--- src/rtl/tess_pkg.sv ---
`timescale 1ns / 1ps
`default_nettype none

package tess_pkg;

   localparam int MAX_ENTRIES = 1024;
   localparam int ADDR_W      = $clog2(MAX_ENTRIES);
   localparam int CNT_W       = $clog2(MAX_ENTRIES + 1);
   localparam int CAP_W       = 11;
   localparam int DATA_W      = 32;
   localparam int FUNC_W      = 2;
   localparam int STATUS_W    = 2;

   localparam logic [CAP_W-1:0] CAP_RESET = 11'd1024;

   typedef enum logic [FUNC_W-1:0] {
      FUNC_PUSH = 2'd0,
      FUNC_POP  = 2'd1,
      FUNC_PEEK = 2'd2
   } func_type;

   typedef enum logic [STATUS_W-1:0] {
      STATUS_OK    = 2'd0,
      STATUS_FULL  = 2'd1,
      STATUS_EMPTY = 2'd2
   } status_type;

   typedef enum logic {
      ST_IDLE = 1'b0,
      ST_READ = 1'b1
   } state_type;

   typedef struct packed {
      logic accept;
      logic load_rsp;
      logic csr_write;
   } cmd_type;

   // Clamp a written capacity into 1..MAX_ENTRIES.
   function automatic logic [CNT_W-1:0] eff_cap(input logic [CAP_W-1:0] c);
      logic [CNT_W-1:0] r;
      if (c == '0) begin
         r = CNT_W'(1);
      end else if (int'(c) > MAX_ENTRIES) begin
         r = CNT_W'(MAX_ENTRIES);
      end else begin
         r = CNT_W'(c);
      end
      return r;
   endfunction

endpackage

`default_nettype wire

--- src/rtl/tess_ctrl.sv ---
`timescale 1ns / 1ps
`default_nettype none

module tess_ctrl (
   input  wire logic              clock,
   input  wire logic              reset,
   input  wire logic              req_valid,
   output logic                   req_ready,
   input  wire logic              csr_valid,
   output logic                   csr_ready,
   output logic                   rsp_valid,
   input  wire logic              rsp_ready,
   output tess_pkg::cmd_type      cmd
);

   tess_pkg::state_type state_ff, state_in;
   logic                rsp_valid_ff, rsp_valid_in;
   logic                out_free;

   always_ff @(posedge clock) begin
      if (reset) begin
         state_ff     <= tess_pkg::ST_IDLE;
         rsp_valid_ff <= 1'b0;
      end else begin
         state_ff     <= state_in;
         rsp_valid_ff <= rsp_valid_in;
      end
   end

   always_comb begin
      state_in     = state_ff;
      cmd          = '0;
      req_ready    = 1'b0;
      csr_ready    = 1'b1;
      out_free     = !rsp_valid_ff || rsp_ready;
      cmd.csr_write = csr_valid;
      case (state_ff)
         tess_pkg::ST_IDLE: begin
            // configuration beat wins over a request beat
            req_ready  = !csr_valid;
            cmd.accept = req_valid && !csr_valid;
            if (cmd.accept) begin
               state_in = tess_pkg::ST_READ;
            end
         end
         tess_pkg::ST_READ: begin
            // hold until the output register is free
            if (out_free) begin
               cmd.load_rsp = 1'b1;
               state_in     = tess_pkg::ST_IDLE;
            end
         end
         default: begin
            state_in = tess_pkg::ST_IDLE;
         end
      endcase
      if (cmd.load_rsp) begin
         rsp_valid_in = 1'b1;
      end else if (rsp_ready) begin
         rsp_valid_in = 1'b0;
      end else begin
         rsp_valid_in = rsp_valid_ff;
      end
   end

   assign rsp_valid = rsp_valid_ff;

   a_accept_goes_read: assert property (@(posedge clock) disable iff (reset)
      cmd.accept |=> state_ff == tess_pkg::ST_READ)
      else $error("accepted beat did not enter read state");

   a_load_only_in_read: assert property (@(posedge clock) disable iff (reset)
      cmd.load_rsp |-> state_ff == tess_pkg::ST_READ && !cmd.accept)
      else $error("result loaded outside read state");

   a_load_sets_valid: assert property (@(posedge clock) disable iff (reset)
      cmd.load_rsp |=> rsp_valid_ff)
      else $error("loaded result not presented");

endmodule

`default_nettype wire

--- config.mk ---
export PLATFORM = sky130hd
export DESIGN_NAME = tess_ctrl
export DESIGN_NICKNAME = d
export VERILOG_FILES = /design/src/rtl/tess_pkg.sv /design/src/rtl/tess_ctrl.sv
export SDC_FILE = /design/constraint.sdc
export NUM_CORES = 1
export LEC_CHECK = 0
export ABC_AREA = 1
export BUFFER_PORTS_ARGS = -buffer_cell sky130_fd_sc_hd__buf_2
export CAP_MARGIN = 20
export CORE_AREA = 10 10 47 49
export CTS_BUF_LIST = sky130_fd_sc_hd__clkbuf_4 sky130_fd_sc_hd__clkbuf_8
export DETAILED_ROUTE_END_ITERATION = 8
export DIE_AREA = 0 0 57 59
export PLACE_DENSITY = 0.31
export SYNTH_ARGS = -nofsm -noshare
export SYNTH_HDL_FRONTEND = slang
export SYNTH_SLANG_ARGS = --single-unit
export TNS_END_PERCENT = 30
--- constraint.sdc ---
create_clock -name clock -period 1.8 [get_ports clock]
set_input_delay 0.09 -clock clock [delete_from_list [all_inputs] [get_ports clock]]
set_output_delay 0.09 -clock clock [all_outputs]
set_load 0.05 [all_outputs]
==> out/qor_table.md <==
| Item | This run |
| --- | --- |
| Outcome | finished clean |
| Overall die width | 57 um |
| Number of instances in the synthesized netlist | 16 |
| Number of CTS-inserted buffers | 3 |
| Fraction of registers with async set or reset after synthesis | 0% |
| Cells on worst reg2reg path | 2 |
| Data required time of the critical path | 1710 ps |
| Worst endpoint data arrival time | 1040 ps |
| Wire length per cell | 9.073 um |
| Routability congestion estimate from global placement | 0.5874 |
| Most common library cells after synthesis | sky130_fd_sc_hd__buf_4 (3), sky130_fd_sc_hd__inv_1 (3), sky130_fd_sc_hd__a21oi_1 (2), sky130_fd_sc_hd__dfxtp_1 (2) |
| Cell type with the highest aggregate area in the netlist | sky130_fd_sc_hd__dfxtp_1 |
| Site row count | 14 |
| Total number of nets in the final design | 32 |
| Post-detailed-route via-to-cell ratio | 2.756 |
| Total met2 wirelength after detailed routing | 39 um |
| Final min period | 1131 ps |
| Accumulated negative setup slack | 0 ps |
| Worst setup timing slack at the placement stage | 892.4 ps |
| Final Max Tran Viols | 0 |
| Peak Freq | 0.8843 GHz |
| Core region area | 0.001401 mm^2 |
| Post-cts sizing count | 0 |
| Area overhead of the layout relative to synthesis | 55.32% |
| Max Fanout on Critical Path | 3 |
| CTS H-tree lvls | 1 |
| Reg-to-reg slack, setup | 1110 ps |
| Number of hold-slack violations in the final timing report | 0 |
| Vias in the first global route | 111 |
| Root buffer cell | sky130_fd_sc_hd__clkbuf_4 |
| Residual antenna-violating net count after detailed routing | 0 |
| Syn Nets | 21 |
| Estimated wirelength of the detail-placed design | 311.2 um |
| Hold Path Class | in2reg |
| 1st-iter DRT viols | 4 |
| Number of buffers inserted by post-CTS setup repair | 0 |
| Initial core utilization | 8.393% |
| Top flip-flop cell by instance count after synthesis | sky130_fd_sc_hd__dfxtp_1 |
| Number of library cell types mapped by synthesis | 10 |
| First-pass GRT wire length | 545 um |
| FF-to-FF Start | rsp_valid |
| Crit start category | register |
| Share of the clock period used by the worst path after layout | 62.82% |
| Grt ovf | 0 |
| Total of max-cap violations | 0 |
| Capturing point of the worst reg2reg path | state_ff |
| M1 wire length | 214 um |
| Top cells by area in the synthesized netlist | sky130_fd_sc_hd__dfxtp_1 (34%), sky130_fd_sc_hd__buf_4 (19%), sky130_fd_sc_hd__inv_1 (9.6%), sky130_fd_sc_hd__a21oi_1 (8.5%), sky130_fd_sc_hd__a21oi_2 (7.4%) |
| Layout Skew | 3.290 ps |
| Overall fraction of global-route tracks in use | 2.763% |
| Sum of met3 wire segment lengths after detailed routing | 118 um |
| Path type of the worst setup path | reg2out |
| Clk_lat worst skew | 230 ps |
| Number of buffers inserted for hold repair after clock tree synthesis | 0 |
| Total setup violations reported at the end of the flow | 0 |
| Syn avg cell area | 7.351 um^2 |
| Die area | 0.003363 mm^2 |
| Least setup slack across all paths after layout | 669.2 ps |
| Number of warning messages in the yosys log | 0 |
| Endpoint type of the worst setup path | output port |
| Height of the die | 59 um |
| Number of buffers between clock root and the deepest sink | 2 |
| Layout cell share with drive strength beyond 1 | 60.00% |
| Setup crit start | state_ff |
| Part of the Yosys area used for sequential elements | 34.04% |
| DRC errors left | 0 |
| Cell Area, Synth | 117.6 um^2 |
| Diodes inserted | 0 |
| Count of boundary I/O pins | 11 |
| Number of flops mapped to enable cells by yosys | 0 |
| Vias | 113 |
| Cell area power density | 1045 mW/mm^2 |
| RSZ-0062 raised after global routing | false |
| Pin count of the biggest net entering global routing | 5 |
| Number of storage elements in the synthesis netlist | 2 |
| Area share of the largest cell type after synthesis | 34.04% |
| Total length of routed wires | 372 um |
| Pre-antenna DRT Iters | 2 |
| Uppermost metal layer occupied by signal nets | met3 |
| VDD IR max | 426.2 uV |
| Crit path capture | cmd[1] |
| Number of clock sinks seen by CTS | 2 |
| Clock tree from TritonCTS | yes |
| Clock transition at path regs | 30 ps |
| Number of buffers inserted by port buffering | 9 |
| Initial antenna violation count | 0 |
| Static power due to leakage | 0.09787 nW |
==> layer usage <==
layer	up-vias	GRT usage (%)
li1	62	-
met1	37	3.199
met2	14	0.4651
met3	0	6.009
met4	0	2.013
met5	-	0
==> cell usage in the layout, fill, tap and decap left out <==
cell type | netlist | routed
sky130_fd_sc_hd__buf_2 | 0 | 9
sky130_fd_sc_hd__nand3_1 | 1 | 1
sky130_fd_sc_hd__nand2_1 | 1 | 1
sky130_fd_sc_hd__a21oi_1 | 2 | 2
sky130_fd_sc_hd__clkbuf_4 | 0 | 3
sky130_fd_sc_hd__nand2_2 | 1 | 1
sky130_fd_sc_hd__dfxtp_1 | 2 | 2
sky130_fd_sc_hd__nor2_2 | 1 | 1
sky130_fd_sc_hd__conb_1 | 1 | 1
sky130_fd_sc_hd__a21oi_2 | 1 | 1
sky130_fd_sc_hd__inv_1 | 3 | 3
==> critical path, cell delays in order (launching register included) <==
cell	delay [ps]
sky130_fd_sc_hd__dfxtp_1	360
sky130_fd_sc_hd__inv_1	70
sky130_fd_sc_hd__a21oi_1	110
sky130_fd_sc_hd__buf_2	280
==> through the flow <==
stage | hold WS (ps) | area (um^2) | instances | power, mW | utilization (%)
detailed placement | 272.6 | 160.2 | 38 | 0.09294 | 11.43
CTS | 36.51 | 182.7 | 41 | 0.1967 | 13.04
global placement | 276.8 | 160.2 | 38 | 0.09325 | 11.43
finish | 44.01 | 182.7 | 41 | 0.1908 | 13.04
global route | 28.61 | 182.7 | 41 | 0.2109 | 13.04
floorplan | 152.4 | 117.6 | 16 | 0.08524 | -
==> flip-flops by register name (all words and copies together), names as in the netlist <==
| signal | cells |
|---|---|
| rsp_valid | 1 |
| state_ff | 1 |
==> logic make-up (layout without fill, tap and decap cells) <==
logic type             Yosys count  count (layout)  synth area share [%]
buffers and inverters            6              15                 28.72
AND/OR/NAND/NOR                  4               4                 18.08
AO/OA/AOI/OAI                    3               3                 15.96
flip-flops                       2               2                 34.04
other                            1               1                 3.188
==> report_power, final <==
group          leakage [nW]  internal (mW)  switching [mW]
clock                0.0138         0.0735          0.0252
sequential           0.0164         0.0466         0.00178
combinational        0.0677        0.00975          0.0340
==> worst min-delay path by stage <==
| stage | start | to | slack (ps) | depth (start not counted) |
|---|---|---|---|---|
| floorplan | reset | state_ff | 150 | 1 |
| global placement | reset | state_ff | 280 | 2 |
| detailed placement | reset | state_ff | 270 | 2 |
| CTS | reset | state_ff | 40 | 2 |
| global route | reset | state_ff | 30 | 2 |
| finish | reset | state_ff | 40 | 2 |
==> cell type report <==
cell class	count	area, um^2
sequential	2	40.04
fill	167	1219
clock buffer	3	22.52
timing repair buffer	9	45.04
tap	16	20.02
multi-input combinational	8	43.79
inverter	3	11.26
No activity file was read; power rests on OpenSTA's default activity.
